[config.mk]
export PLATFORM = sky130hd
export DESIGN_NAME = mep_queue
export DESIGN_NICKNAME = d
export VERILOG_FILES = /design/src/mep_pkg.sv /design/src/mep_queue.sv
export SDC_FILE = /design/constraint.sdc
export NUM_CORES = 1
export LEC_CHECK = 0
export BUFFER_PORTS_ARGS = -buffer_cell sky130_fd_sc_hd__buf_4
export CAP_MARGIN = 20
export CELL_PAD_IN_SITES_DETAIL_PLACEMENT = 0
export CELL_PAD_IN_SITES_GLOBAL_PLACEMENT = 2
export CORE_MARGIN = 8
export CORE_UTILIZATION = 41
export DETAILED_ROUTE_END_ITERATION = 8
export GPL_ROUTABILITY_DRIVEN = 0
export PLACE_DENSITY = 0.87
export SLEW_MARGIN = 20
export SYNTH_ARGS = -nofsm -noshare
export SYNTH_HDL_FRONTEND = slang
export SYNTH_SLANG_ARGS = --single-unit
[constraint.sdc]
create_clock -name clk -period 8.35 [get_ports clk]
set_input_delay 1.2525 -clock clk [delete_from_list [all_inputs] [get_ports clk]]
set_output_delay 1.2525 -clock clk [all_outputs]
set_load 0.05 [all_outputs]
[src/mep_pkg.sv]
`default_nettype none
// ---------------------------------------------------------------------------
// Escape-time pixel package
// Shared widths, types, register indexes and the design-time red-level
// threshold table for the escape-time pixel evaluator.
// ---------------------------------------------------------------------------
package mep_pkg;

  // Field widths
  localparam int C_W        = 32;  // signed point coordinate, Q4.28
  localparam int STEP_W     = 31;
  localparam int PIX_W      = 12;
  localparam int RED_W      = 8;
  localparam int OUT_CNT_W  = 10;
  localparam int CFG_DATA_W = 32;
  localparam int CFG_IDX_W  = 2;

  // Fixed-point arithmetic
  localparam int FRAC_BITS  = 28;
  localparam int MAG_W      = FRAC_BITS + 2;   // |z| <= 2.0
  localparam int SQ_W       = MAG_W + 1;       // truncated square <= 4.0
  localparam int Z_W        = C_W + 2;         // new z before the range test
  localparam int PPROD_W    = PIX_W + STEP_W;  // index * step
  localparam int PSUM_W     = PPROD_W + 2;     // origin + index * step

  localparam int ITER_LIMIT_DEF = 512;
  localparam int QUEUE_DEPTH    = 2;

  // Red-level thresholds
  localparam int THR_W     = 17;
  localparam int THR_N     = 256;
  localparam int LOG_FRAC  = 48;

  // Register reset values
  localparam logic signed [C_W-1:0] ORIGIN_REAL_RST = -32'sd481841644;
  localparam logic signed [C_W-1:0] ORIGIN_IMAG_RST = -32'sd5368709;
  localparam logic [STEP_W-1:0]     STEP_REAL_RST   = 31'd4682;
  localparam logic [STEP_W-1:0]     STEP_IMAG_RST   = 31'd7457;

  typedef enum logic [CFG_IDX_W-1:0] {
    CFG_ORIGIN_REAL = 2'd0,
    CFG_ORIGIN_IMAG = 2'd1,
    CFG_STEP_REAL   = 2'd2,
    CFG_STEP_IMAG   = 2'd3
  } cfg_idx_t;

  typedef struct packed {
    logic signed [C_W-1:0] origin_real;
    logic signed [C_W-1:0] origin_imag;
    logic [STEP_W-1:0]     step_real;
    logic [STEP_W-1:0]     step_imag;
  } cfg_t;

  typedef struct packed {
    logic signed [C_W-1:0] cr;
    logic signed [C_W-1:0] ci;
  } point_t;

  typedef struct packed {
    logic full;
    logic nonempty;
  } q_stat_t;

  typedef logic [THR_N-1:0][THR_W-1:0] red_thr_t;

  // log2(n) with LOG_FRAC fractional bits, by repeated squaring
  function automatic logic [63:0] log2_fixed(input logic [63:0] n);
    int           e;
    logic [63:0]  y;
    logic [63:0]  frac;
    logic [127:0] sq;
    e    = 0;
    frac = '0;
    while (e < 62 && (n >> (e + 1)) != 64'd0) e++;
    y = n << (62 - e);
    for (int k = 0; k < LOG_FRAC; k++) begin
      sq   = {64'd0, y} * {64'd0, y};
      y    = sq[125:62];
      frac = frac << 1;
      if (y[63]) begin
        frac = frac | 64'd1;
        y    = y >> 1;
      end
    end
    return (64'(e) << LOG_FRAC) | frac;
  endfunction

  // thr[k]: smallest count whose red level reaches k (limit when never)
  function automatic red_thr_t red_thresholds(input int limit);
    red_thr_t    thr;
    logic [63:0] den;
    logic [63:0] num;
    int          k;
    den = log2_fixed(64'(limit));
    k   = 1;
    for (int i = 0; i < THR_N; i++) thr[i] = THR_W'(limit);
    thr[0] = '0;
    for (int n = 1; n < limit; n++) begin
      num = 64'd255 * log2_fixed(64'(n)) + (den >> 24);
      while (k < THR_N && num >= 64'(k) * den) begin
        thr[k] = THR_W'(n);
        k++;
      end
    end
    return thr;
  endfunction

endpackage
`default_nettype wire

[src/mep_queue.sv]
`default_nettype none
// ---------------------------------------------------------------------------
// Escape-time pixel point queue
// Short first-in first-out store of points between front and back end.
// ---------------------------------------------------------------------------
module mep_queue (
  input  wire logic             clk,
  input  wire logic             rst_n,
  input  wire logic             push,
  input  wire mep_pkg::point_t  push_data,
  input  wire logic             pop,
  output mep_pkg::point_t       pop_data,
  output mep_pkg::q_stat_t      stat
);
  import mep_pkg::*;

  localparam int PTR_W = $clog2(QUEUE_DEPTH);
  localparam int CNT_W = $clog2(QUEUE_DEPTH + 1);

  point_t             mem_r [QUEUE_DEPTH];
  logic [PTR_W-1:0]   wr_ptr_r, wr_ptr_nxt;
  logic [PTR_W-1:0]   rd_ptr_r, rd_ptr_nxt;
  logic [CNT_W-1:0]   count_r, count_nxt;

  assign pop_data      = mem_r[rd_ptr_r];
  assign stat.full     = (count_r == CNT_W'(QUEUE_DEPTH));
  assign stat.nonempty = (count_r != '0);

  always_comb begin
    wr_ptr_nxt = push ? wr_ptr_r + PTR_W'(1) : wr_ptr_r;
    rd_ptr_nxt = pop ? rd_ptr_r + PTR_W'(1) : rd_ptr_r;
    count_nxt  = count_r;
    if (push && !pop) begin
      count_nxt = count_r + CNT_W'(1);
    end else if (pop && !push) begin
      count_nxt = count_r - CNT_W'(1);
    end
  end

  always_ff @(posedge clk) begin
    if (!rst_n) begin
      wr_ptr_r <= '0;
      rd_ptr_r <= '0;
      count_r  <= '0;
    end else begin
      wr_ptr_r <= wr_ptr_nxt;
      rd_ptr_r <= rd_ptr_nxt;
      count_r  <= count_nxt;
    end
    if (push) begin
      mem_r[wr_ptr_r] <= push_data;
    end
  end

endmodule
`default_nettype wire

=== Word-level counts from Yosys, hierarchy flattened ===
Memory sizes are Yosys's and may differ from the RTL's. A register that Yosys moved wholly into a read port is not among the register bits.
Index checks and enable logic that the tools add are counted.
Widths: inputs -> output; s select.

* Register bits: 4
* RAM bits: 128
* Input bits: 68
* Memories: 1

* $add $sub $neg: 4
* Equality and inequality tests: 1
* Muxes and demuxes: 6
* Reductions and logical operators: 6

{| class="wikitable"
|+ Memory list
! memory !! words !! bits a word !! read ports !! clocked after memory_dff !! wr ports !! line !! source
|-
| mem_r || 2 || 64 || 1 || 1 || 1 || mep_queue.sv:20 || <nowiki>point_t mem_r [QUEUE_DEPTH];</nowiki>
|}

{| class="wikitable"
|+ Operators with widths
! kind !! number
|-
| $mux 1 || 4
|-
| $mux 2 || 2
|-
| $reduce_bool 2->1 || 2
|-
| $add 1x1->1 const B || 2
|-
| $add 2x1->2 const B || 1
|-
| $eq 2x2->1 const B || 1
|-
| $logic_and 1x1->1 || 2
|-
| $logic_not 1->1 || 2
|-
| $sub 2x1->2 const B || 1
|}

=== Depth between registers and ports, before layout ===
* Word-level depth: 4
* Gate-level depth with buffers: 5
* Mapped depth without buffers: 5

=== Worst setup path before layout ===
OpenSTA, ideal clock, no wires.

* Path kind: input to register
* Start: in push
* End: mem mem_r[0][0] (netlist name), enable pin
* Data arrival time: 4,098 ps
* Required time: 7,855 ps
* Path slack: 3,757 ps
* Stages: 1
* Cells stage by stage: nor2b_1

* Word-level cells in the longest chain between the ends: 2

{| class="wikitable"
|+ Ends and longest elaborated chain
! what !! line !! source
|-
| start: declaration || mep_queue.sv:9 || <nowiki>input wire logic push,</nowiki>
|-
| $mux 1 || mep_queue.sv:50 || <nowiki>if (push) begin</nowiki>
|-
| $mux 1 (not written as such) || mep_queue.sv:51 || <nowiki>mem_r[wr_ptr_r] <= push_data;</nowiki>
|-
| end: declaration || mep_queue.sv:20 ||
|}

No other way between the ends.

==> impl_results.md <==
- Synth Area in XOR/XNOR: 0.5405%
- Worst vdd ir: 143.7 µV
- I/O Buffers: 133
- Multiplexer area fraction after synthesis: 14.83%
- Die area: 15600 µm²
- CP Buf/Inv Count: 2
- Antenna violations before repair: 0
- Vias in the first global route: 2804
- HPWL Detailed: 6254 µm
- RSZ-0062 raised after global routing: no
- Post_cts resized: 0
- Rel. slew slack: 36.00%
- Skew-Pair Late Insertion Delay: 0.40 ns
- Cells after DPL: 493
- CP Capture Type: output port
- GRT Overall Usage: 12.24%
- Hold Startpoint: count_r[1]
- Post-DR vias/cell: 4.762
- Detailed-route via count: 2500
- Worst Path Arrival: 2.42 ns
- Reg clk slew, reported paths: 0.05 ns
- Largest net degree at the start of global routing: 42
- Fin cells: 525
- Hold_buf cts: 0
- Detail Route Antenna Nets: 0
- Initial core utilization: 42.21%
- Synthesized flop and latch total: 133
- First-pass GRT wire length: 14630 µm
- Clk sinks: 133
- Critical Path Most Common Cell: buf_4
- TritonRoute pass-1 iters: 4
- Final WL: 9381 µm
- Area Growth Syn to Fin: 36.55%
- Cells after Synth: 221
- Setup ws final: 4.675 ns
- FP Rows: 39
- Leak: 2.508 nW
- Crit start category: register
- Mapped Area: 4861 µm²
- Total grt overflow: 0
- Maxcap violations: 0
- Simple-gate share of the synthesized area: 1.210%
- Yosys top cell area share: 79.07%
- Cell family with most CP delay: flip-flops
- Fmax achieved: 272.1 MHz
- Hold WC Path Type: reg -> reg
- Crit path cell chain: buf_4 > mux2_2 > buf_4
- Routed wire per std cell: 17.87 µm
- I/O Pins: 134
- # H-tree levels: 4
- Final Setup Violations: 0
- Final hold vios: 0
- Clock Tree Root: clkbuf_16
- RR Startpoint: wr_ptr_r
- Die Ht: 124.9 µm
- DP Worst Slack: 5.044 ns
- Minimum clock period: 3.675 ns
- Core Area: 11520 µm²
- Critical path class: reg -> out
- CP Max Fanout: 41
- Compound-Gate Fraction of Synth Area: 0.4118%
- Req. time, crit path: 7.10 ns
- Slew Viols, Final: 0
- Clock buffer depth: 2
- Num CTS Buffers: 17
- Die W: 124.9 µm
- Slowest cell delay on critical path: 0.96 ns
- Main combinational cell family by area after synthesis: multiplexers
- Layout net count: 438
- Initial DRC count: 141
- Layout Skew: 0.005368 ns
- Ant diodes: 0
- Fin crit share: 44.02%
- Status: finished clean
- Distinct cell type count after synthesis: 17
- Setup Fix Bufs, Post-CTS: 0
- Adder-Cell Fraction of Synth Area: 0.2574%
- Crit-path slowest cell: dfxtp_2
- Sequential-to-total area share from yosys stat: 81.13%
- Cell Pwr Density: 279.6 nW/µm²
- Fin Setup TNS: 0 ns
- Yosys Warn Count: 0
- Synth top area cells: edfxtp_1 79%, mux2_2 15%, dfxtp_1 2.1%
- Yosys top cell by area: edfxtp_1
- CTS tree: yes
- Mapped Nets: 290
- Worst-margin pin slew: 0.9599 ns
- Mapped Avg Cell Area: 22.00 µm²
- DRC Markers: 0
- Share of layout cells above drive strength 1: 60.73%
cell usage in the layout (no fill, tap or decap), drive strengths merged:
cell type and n:
xnor2 1, and2 4, bufinv 5, clkinvlp 2, mux2 64, xor2 2, inv 1, edfxtp 128
a21boi 1, and2b 1, dfxtp 5, or2 1, ha 1, buf 136, clkinv 2, clkbuf 23
o21a 1, nor2b 2, or3 1, o21ai 1
synthesized netlist by cell type:
cell and count:
buf_4 1, or2_2 1, a21boi_1 1, xnor2_1 1, buf_6 6, or3_1 1, dfxtp_1 5, edfxtp_1 128
xor2_1 2, nor2b_1 2, inv_1 1, and2b_2 1, mux2_2 64, and2_1 4, o21a_1 1, o21ai_0 1
ha_1 1
final timing paths:
check                endpoint  slack [ns]  cells after the start
hold reg to reg    count_r[1]        0.49                      2
hold / removal     count_r[1]        0.49                      2
setup reg to reg  mem_r[0][3]        6.35                      2
setup / recovery  pop_data[2]        4.67                      3
worst reg2reg max path: cells and delay by family (launching register included):
kind                   cells  cell delay [ns]
buffers and inverters      1             0.57
flip-flops                 1             0.34
AND/OR/NAND/NOR            1             0.70
state kept, by name, indices dropped and copies added (netlist names), named ones only:
name	flops
count_r	2
mem_r	128
rd_ptr_r	1
wr_ptr_r	1
through the flow:
stage	cell area (µm²)	util [%]	hold slack, ns	total power [mW]
floorplan	4861	-	0.4612	0.9883
global placement	5996	52.06	0.4737	1.076
detailed placement	5996	52.06	0.4923	1.080
CTS	6638	57.64	0.4994	1.877
global route	6638	57.64	0.5187	1.921
finish	6638	57.64	0.4940	1.856
layout make-up:
type,instances,area [µm²]
Inverter,1,3.754
Clock buffer,23,467.9
Clock inverter,9,173.9
Tap cell,143,178.9
Timing Repair Buffer,136,1021
Multi-Input combinational cell,80,847.1
Fill cell,914,4878
Sequential cell,133,3945
layer usage:
| layer | GRT usage (%) | vias to the layer above | part of all wire, % |
|---|---|---|---|
| li1 | - | 1172 | - |
| met1 | 13.39 | 1229 | 41 |
| met2 | 19.85 | 95 | 51 |
| met3 | 6.507 | 4 | 7.7 |
| met4 | 4.441 | 0 | 0.41 |
| met5 | 0 | - | 0 |
report_power, final:
group / switching [mW] / internal (mW) / total (mW)
registers: 0.0157 / 0.772 / 0.787
logic: 0.175 / 0.100 / 0.275
clock network: 0.249 / 0.544 / 0.793
kinds of logic after synthesis:
kind of cell,after synthesis
AND/OR/NAND/NOR,9
AO/OA/AOI/OAI,3
adder cells (fa/ha/maj),1
multiplexers,64
flip-flops,133
buffers and inverters,8
XOR/XNOR,3
No activity file was read; power rests on OpenSTA's default activity.
