[config.mk]
export PLATFORM = sky130hd
export DESIGN_NAME = mep_front
export DESIGN_NICKNAME = d
export VERILOG_FILES = /design/src/mep_pkg.sv /design/src/mep_front.sv
export SDC_FILE = /design/constraint.sdc
export NUM_CORES = 2
export LEC_CHECK = 0
export BUFFER_PORTS_ARGS = -buffer_cell sky130_fd_sc_hd__buf_2
export CORE_MARGIN = 8
export CORE_UTILIZATION = 41
export DETAILED_ROUTE_END_ITERATION = 16
export SLEW_MARGIN = 0
export SYNTH_ARGS = -nofsm -noshare
export SYNTH_HDL_FRONTEND = slang
export SYNTH_SLANG_ARGS = --single-unit
export TNS_END_PERCENT = 10
[constraint.sdc]
create_clock -name clk -period 11.79 [get_ports clk]
set_input_delay 2.358 -clock clk [delete_from_list [all_inputs] [get_ports clk]]
set_output_delay 2.358 -clock clk [all_outputs]
set_load 0.005 [all_outputs]
[src/mep_pkg.sv]
`default_nettype none
// ---------------------------------------------------------------------------
// Escape-time pixel package
// Shared widths, types, register indexes and the design-time red-level
// threshold table for the escape-time pixel evaluator.
// ---------------------------------------------------------------------------
package mep_pkg;

  // Field widths
  localparam int C_W        = 32;  // signed point coordinate, Q4.28
  localparam int STEP_W     = 31;
  localparam int PIX_W      = 12;
  localparam int RED_W      = 8;
  localparam int OUT_CNT_W  = 10;
  localparam int CFG_DATA_W = 32;
  localparam int CFG_IDX_W  = 2;

  // Fixed-point arithmetic
  localparam int FRAC_BITS  = 28;
  localparam int MAG_W      = FRAC_BITS + 2;   // |z| <= 2.0
  localparam int SQ_W       = MAG_W + 1;       // truncated square <= 4.0
  localparam int Z_W        = C_W + 2;         // new z before the range test
  localparam int PPROD_W    = PIX_W + STEP_W;  // index * step
  localparam int PSUM_W     = PPROD_W + 2;     // origin + index * step

  localparam int ITER_LIMIT_DEF = 512;
  localparam int QUEUE_DEPTH    = 2;

  // Red-level thresholds
  localparam int THR_W     = 17;
  localparam int THR_N     = 256;
  localparam int LOG_FRAC  = 48;

  // Register reset values
  localparam logic signed [C_W-1:0] ORIGIN_REAL_RST = -32'sd481841644;
  localparam logic signed [C_W-1:0] ORIGIN_IMAG_RST = -32'sd5368709;
  localparam logic [STEP_W-1:0]     STEP_REAL_RST   = 31'd4682;
  localparam logic [STEP_W-1:0]     STEP_IMAG_RST   = 31'd7457;

  typedef enum logic [CFG_IDX_W-1:0] {
    CFG_ORIGIN_REAL = 2'd0,
    CFG_ORIGIN_IMAG = 2'd1,
    CFG_STEP_REAL   = 2'd2,
    CFG_STEP_IMAG   = 2'd3
  } cfg_idx_t;

  typedef struct packed {
    logic signed [C_W-1:0] origin_real;
    logic signed [C_W-1:0] origin_imag;
    logic [STEP_W-1:0]     step_real;
    logic [STEP_W-1:0]     step_imag;
  } cfg_t;

  typedef struct packed {
    logic signed [C_W-1:0] cr;
    logic signed [C_W-1:0] ci;
  } point_t;

  typedef struct packed {
    logic full;
    logic nonempty;
  } q_stat_t;

  typedef logic [THR_N-1:0][THR_W-1:0] red_thr_t;

  // log2(n) with LOG_FRAC fractional bits, by repeated squaring
  function automatic logic [63:0] log2_fixed(input logic [63:0] n);
    int           e;
    logic [63:0]  y;
    logic [63:0]  frac;
    logic [127:0] sq;
    e    = 0;
    frac = '0;
    while (e < 62 && (n >> (e + 1)) != 64'd0) e++;
    y = n << (62 - e);
    for (int k = 0; k < LOG_FRAC; k++) begin
      sq   = {64'd0, y} * {64'd0, y};
      y    = sq[125:62];
      frac = frac << 1;
      if (y[63]) begin
        frac = frac | 64'd1;
        y    = y >> 1;
      end
    end
    return (64'(e) << LOG_FRAC) | frac;
  endfunction

  // thr[k]: smallest count whose red level reaches k (limit when never)
  function automatic red_thr_t red_thresholds(input int limit);
    red_thr_t    thr;
    logic [63:0] den;
    logic [63:0] num;
    int          k;
    den = log2_fixed(64'(limit));
    k   = 1;
    for (int i = 0; i < THR_N; i++) thr[i] = THR_W'(limit);
    thr[0] = '0;
    for (int n = 1; n < limit; n++) begin
      num = 64'd255 * log2_fixed(64'(n)) + (den >> 24);
      while (k < THR_N && num >= 64'(k) * den) begin
        thr[k] = THR_W'(n);
        k++;
      end
    end
    return thr;
  endfunction

endpackage
`default_nettype wire

[src/mep_front.sv]
`default_nettype none
// ---------------------------------------------------------------------------
// Escape-time pixel front end
// Accepts pixel indexes, scales them by the step registers and forms the
// saturated point c for the queue.
// ---------------------------------------------------------------------------
module mep_front (
  input  wire logic            clk,
  input  wire logic            rst_n,
  input  wire logic            in_valid,
  output logic                 in_stall,
  input  wire logic [mep_pkg::PIX_W-1:0] in_column,
  input  wire logic [mep_pkg::PIX_W-1:0] in_row,
  input  wire mep_pkg::cfg_t   cfg,
  input  wire mep_pkg::q_stat_t q_stat,
  output logic                 q_push,
  output mep_pkg::point_t      q_data
);
  import mep_pkg::*;

  logic                 s1_valid_r, s1_valid_nxt;
  logic [PPROD_W-1:0]   col_prod_r, row_prod_r;
  logic                 accept;
  logic [PSUM_W-1:0]    sum_re, sum_im;

  function automatic logic [C_W-1:0] sat_c(input logic [PSUM_W-1:0] v);
    logic [C_W-1:0] res;
    if (!v[PSUM_W-1] && (|v[PSUM_W-2:C_W-1])) begin
      res = {1'b0, {(C_W-1){1'b1}}};
    end else if (v[PSUM_W-1] && !(&v[PSUM_W-2:C_W-1])) begin
      res = {1'b1, {(C_W-1){1'b0}}};
    end else begin
      res = v[C_W-1:0];
    end
    return res;
  endfunction

  assign in_stall = s1_valid_r && q_stat.full;
  assign accept   = in_valid && !in_stall;
  assign q_push   = s1_valid_r && !q_stat.full;

  assign sum_re = {{(PSUM_W-C_W){cfg.origin_real[C_W-1]}}, cfg.origin_real}
                + PSUM_W'(col_prod_r);
  assign sum_im = {{(PSUM_W-C_W){cfg.origin_imag[C_W-1]}}, cfg.origin_imag}
                + PSUM_W'(row_prod_r);

  always_comb begin
    q_data.cr = sat_c(sum_re);
    q_data.ci = sat_c(sum_im);
  end

  always_comb begin
    s1_valid_nxt = s1_valid_r;
    if (accept) begin
      s1_valid_nxt = 1'b1;
    end else if (q_push) begin
      s1_valid_nxt = 1'b0;
    end
  end

  always_ff @(posedge clk) begin
    if (!rst_n) begin
      s1_valid_r <= 1'b0;
    end else begin
      s1_valid_r <= s1_valid_nxt;
    end
    if (accept) begin
      col_prod_r <= PPROD_W'(in_column) * PPROD_W'(cfg.step_real);
      row_prod_r <= PPROD_W'(in_row) * PPROD_W'(cfg.step_imag);
    end
  end

endmodule
`default_nettype wire

After elaboration in Yosys (flattened, before gate mapping) --
Cells that the tools add are included.
Storage, ports and cells: bits in registers 87, bits of input ports 155, output and inout port bits 66, word-level logic and storage cells 31
Operators by class: add/sub/neg operators 2, multipliers 2, mux-type cells 6, reduce and logical (&&, ||, !) cells 18
Operators with widths (number):
- $mux W32 | 4
- $add A32 B44 Y45 | 2
- $mul A12 B31 Y43 | 2
- $reduce_and A13 Y1 | 2
- $reduce_or A13 Y1 | 2
- $logic_and A1 B1 Y1 | 7
- $logic_not A1 Y1 | 6
- $mux W1 | 2
- $reduce_bool A2 Y1 | 1

Depth between registers and ports, before layout --
word-level depth 6, mapped depth 24, mapped depth without buffers 23

Worst setup path before layout --
OpenSTA, ideal clock, no wires.
kind input to output, from input port cfg[94] in the netlist's numbering, to output port q_data[54] in the netlist's numbering, data arrival time 5.771 ns, required time 9.432 ns, setup slack 3.661 ns, cell stages on the path 14, buffers on the path 1, cell sequence ha_1 > fa_1 > a211oi_1 > o21ai_1 > nand4_1 > a21oi_1 > or4_1 > a211o_1 > or4_1 > nand3_1 > nand2_1 > o41ai_4 > buf_6 > o21ai_1
RTL lines:
- from (decl) | RTL line mep_front.sv:14 | input wire mep_pkg::cfg_t cfg,
- to (decl) | RTL line mep_front.sv:17 | output mep_pkg::point_t q_data

==> impl_metrics.tcl <==
set metrics [dict create \
    syn_inst 3621 \
    drt_pre_antenna_iters 5 \
    critical_path_peak_fanout 31 \
    tritoncts "done" \
    cts_buffers 9 \
    final.setup_skew_ns 0.00913 \
    slowest_delay_ns 0.77 \
    synth-seq-area-share_pct 8.41 \
    timing.final.crit_share_pct 75.7 \
    synth_top_flop_cell "sky130_fd_sc_hd__edfxtp_1" \
    postCtsSetupRepairBufs 0 \
    detail_route.iter0.violations 1461 \
    cp_cell_sequence "buf_2, ha_1, fa_1, a211oi_1, o211ai_1, o2111ai_1, a31oi_1, a21oi_1, o22ai_1, o41ai_1, xnor2_1, o31a_1, o21ai_0, buf_2" \
    synth_area_per_cell_um2 8.54 \
    maximum_number_of_pins_on_one_net_before_global_route_repair 58 \
    maxCapViolations 0 \
    die_h_um 291 \
    timing.slew.headroom_pct 37.8 \
    antenna_found_initial 6 \
    layout_min_cycle_time_ns 8.93 \
    timing.critical_path.required_ns 9.43 \
    finalSetupViolCount 0 \
    stdcell_area_mm2 0.0329 \
    grt_use_total_pct 19.3 \
    setup_crit_end_kind "primary output" \
    final_core_utilization_pct 44.1 \
    hold_viol 0 \
    rows 100 \
    yosys_warnings 0 \
    top_level_ports 221 \
    synth_top_area_cell "sky130_fd_sc_hd__fa_1" \
    start_kind "primary input" \
    timing_worst_slew_pin_value_ns 0.931 \
    timing.final.max_slew_violations 0 \
    h-tree-depth 3 \
    synth_enable_flop_cells 86 \
    cell_with_the_largest_stage_delay_on_the_worst_path "sky130_fd_sc_hd__o31a_1" \
    dieArea_mm2 0.0845 \
    grt_pass1_vias 25900 \
    rsz0062_at_grt "no" \
    synth_top_area_share_pct 37.7 \
    f_max_mhz 112 \
    total_global_routing_overflow 0 \
    cts-root-buf "sky130_fd_sc_hd__clkbuf_16" \
    grt_pass1_wl_mm 135 \
    clock_insertion_delay_at_the_later_pin_of_the_skew_report_ns 0.36 \
    cts_hold_repair.buffers 0 \
    avgViaCountPerCell 5.24 \
    synth_top_cells_by_area "sky130_fd_sc_hd__fa_1 38%, sky130_fd_sc_hd__ha_1 10%, sky130_fd_sc_hd__edfxtp_1 8.3%, sky130_fd_sc_hd__inv_1 8.1%, sky130_fd_sc_hd__nand2_1 7.5%" \
    ff2ff_path_depth 3 \
    cts.path.max_buffers 2 \
    cts_repair_resize_count 0 \
    detailroute.via_count 24400 \
    synth.lib_cells_used.distinct 82 \
    worst_setup_hold_path_clk_slew_ns 0.07 \
    routedWlPerCell_um 17.5 \
    setup.worst_path.class "primary input to primary output" \
    num-nets-final 4660 \
    worst_ep_arrival_time_ns 6.57 \
    cts_num_sinks 87 \
    layout_commonest_cell "sky130_fd_sc_hd__inv_1" \
    initial_utilization_pct 41.5 \
    port_buffers 219 \
    net_count_synth 4608 \
    accumulated_negative_setup_slack_ns 0 \
    gp_congestion 0.893 \
    route.detailed.drc 0 \
    final_cell_mix "667 x sky130_fd_sc_hd__inv_1, 622 x sky130_fd_sc_hd__nand2_1, 582 x sky130_fd_sc_hd__fa_1" \
    ant_nets_after_route 0 \
    die_w_um 291 \
    drive_gt1_share_pct 7.67 \
    core_region_area_mm2 0.0746 \
    crit_path_frequent_cell "sky130_fd_sc_hd__buf_2" \
    worstHoldPathType "flop to flop" \
    holdPathStages 2 \
    place_hpwl_mm 65.6 \
    layout-area-overhead-vs-synth_pct 6.38 \
    postSynthRegisterBits 87 \
    placedInstanceArea_mm2 0.0325 \
    synth-async-reset-ratio_pct 0 \
    run_status "completed" \
    synthesis.area_mm2 0.0309 \
    sum_of_routed_wire_length_over_all_layers_mm 81.3 \
]
==> kinds of logic (layout without fill, tap and decap cells) <==
logic type / after synthesis / in the layout / synth area share [%]
buf+inv: 849 / 906 / 10.6
other cells: 0 / 8 / 0
compound gates: 562 / 562 / 11.9
flops: 87 / 87 / 8.41
simple gates: 1144 / 1144 / 17.2
xor+xnor: 141 / 141 / 3.99
mux: 6 / 6 / 0.194
fa+ha+maj: 832 / 832 / 47.8
==> worst max-delay path, delay by kind of cell <==
family / cells / cell delay [ns]
buffers and inverters: 2 / 0.28
AOI/OAI and AO/OA: 9 / 3.02
adders and majority gates: 2 / 0.66
xor gates and xnor gates: 1 / 0.24
==> cell type report <==
type / instances / area [um2]
fill: 7456 / 41700
clock inverter: 7 / 126
timing repair buffer: 223 / 1130
clock buffer: 9 / 225
inverter: 667 / 2500
tap: 969 / 1210
antenna: 8 / 20.0
sequential: 87 / 2600
multi-input combinational: 2685 / 25100
==> cells in the mapped netlist, types with 5 or more instances <==
cell type and number:
sky130_fd_sc_hd__ha_1 250, sky130_fd_sc_hd__o31ai_1 9, sky130_fd_sc_hd__o21a_1 33, sky130_fd_sc_hd__o21bai_1 21, sky130_fd_sc_hd__clkbuf_1 170, sky130_fd_sc_hd__fa_1 582, sky130_fd_sc_hd__mux2i_1 6, sky130_fd_sc_hd__or3_1 10
sky130_fd_sc_hd__nor2_1 101, sky130_fd_sc_hd__nand4_1 28, sky130_fd_sc_hd__a31oi_1 18, sky130_fd_sc_hd__nor4_1 5, sky130_fd_sc_hd__nand3_1 30, sky130_fd_sc_hd__and3_1 19, sky130_fd_sc_hd__xor2_1 54, sky130_fd_sc_hd__o211ai_1 14
sky130_fd_sc_hd__edfxtp_1 86, sky130_fd_sc_hd__nand2_1 622, sky130_fd_sc_hd__inv_1 667, sky130_fd_sc_hd__a2111oi_0 8, sky130_fd_sc_hd__a31o_2 6, sky130_fd_sc_hd__nor2b_1 18, sky130_fd_sc_hd__a211oi_1 16, sky130_fd_sc_hd__a21o_1 82
sky130_fd_sc_hd__o21ai_0 115, sky130_fd_sc_hd__nand2b_1 20, sky130_fd_sc_hd__a21oi_1 137, sky130_fd_sc_hd__or2_2 7, sky130_fd_sc_hd__o31a_1 9, sky130_fd_sc_hd__xnor2_1 87, sky130_fd_sc_hd__nor3_1 25, sky130_fd_sc_hd__o21ai_1 30
sky130_fd_sc_hd__and2_1 239
==> worst paths after layout <==
check | startpoint | end | slack (ns)
setup / recovery | cfg[62] | q_data[26] | 2.86
hold / removal | s1_valid_r | s1_valid_r | 0.66
hold reg to reg | s1_valid_r | s1_valid_r | 0.66
setup reg to reg | s1_valid_r | row_prod_r[27] | 9.47
==> registers in the layout (all words and copies together), names as in the netlist <==
name and flops:
col_prod_r 43, s1_valid_r 1, row_prod_r 43
==> routing by layer <==
layer	GRT usage, %	routed length [um]	part of all wire (%)
met1	26.5	37600	46
met2	32.1	37700	46
met3	2.83	4340	5.3
met4	4.80	1750	2.1
met5	0	0	0
==> per-stage QoR <==
step | cells | hold WS [ns] | setup WS (ns)
after floorplan | 3621 | 0.588 | 3.66
after global placement | 4631 | 0.645 | 2.72
after detailed placement | 4631 | 0.650 | 2.65
after CTS | 4647 | 0.671 | 2.90
after global routing | 4649 | 0.712 | 2.48
final | 4655 | 0.664 | 2.86
Power is not shown: default switching activity piles up to over one toggle a cycle in this logic, so the estimate is an artifact.
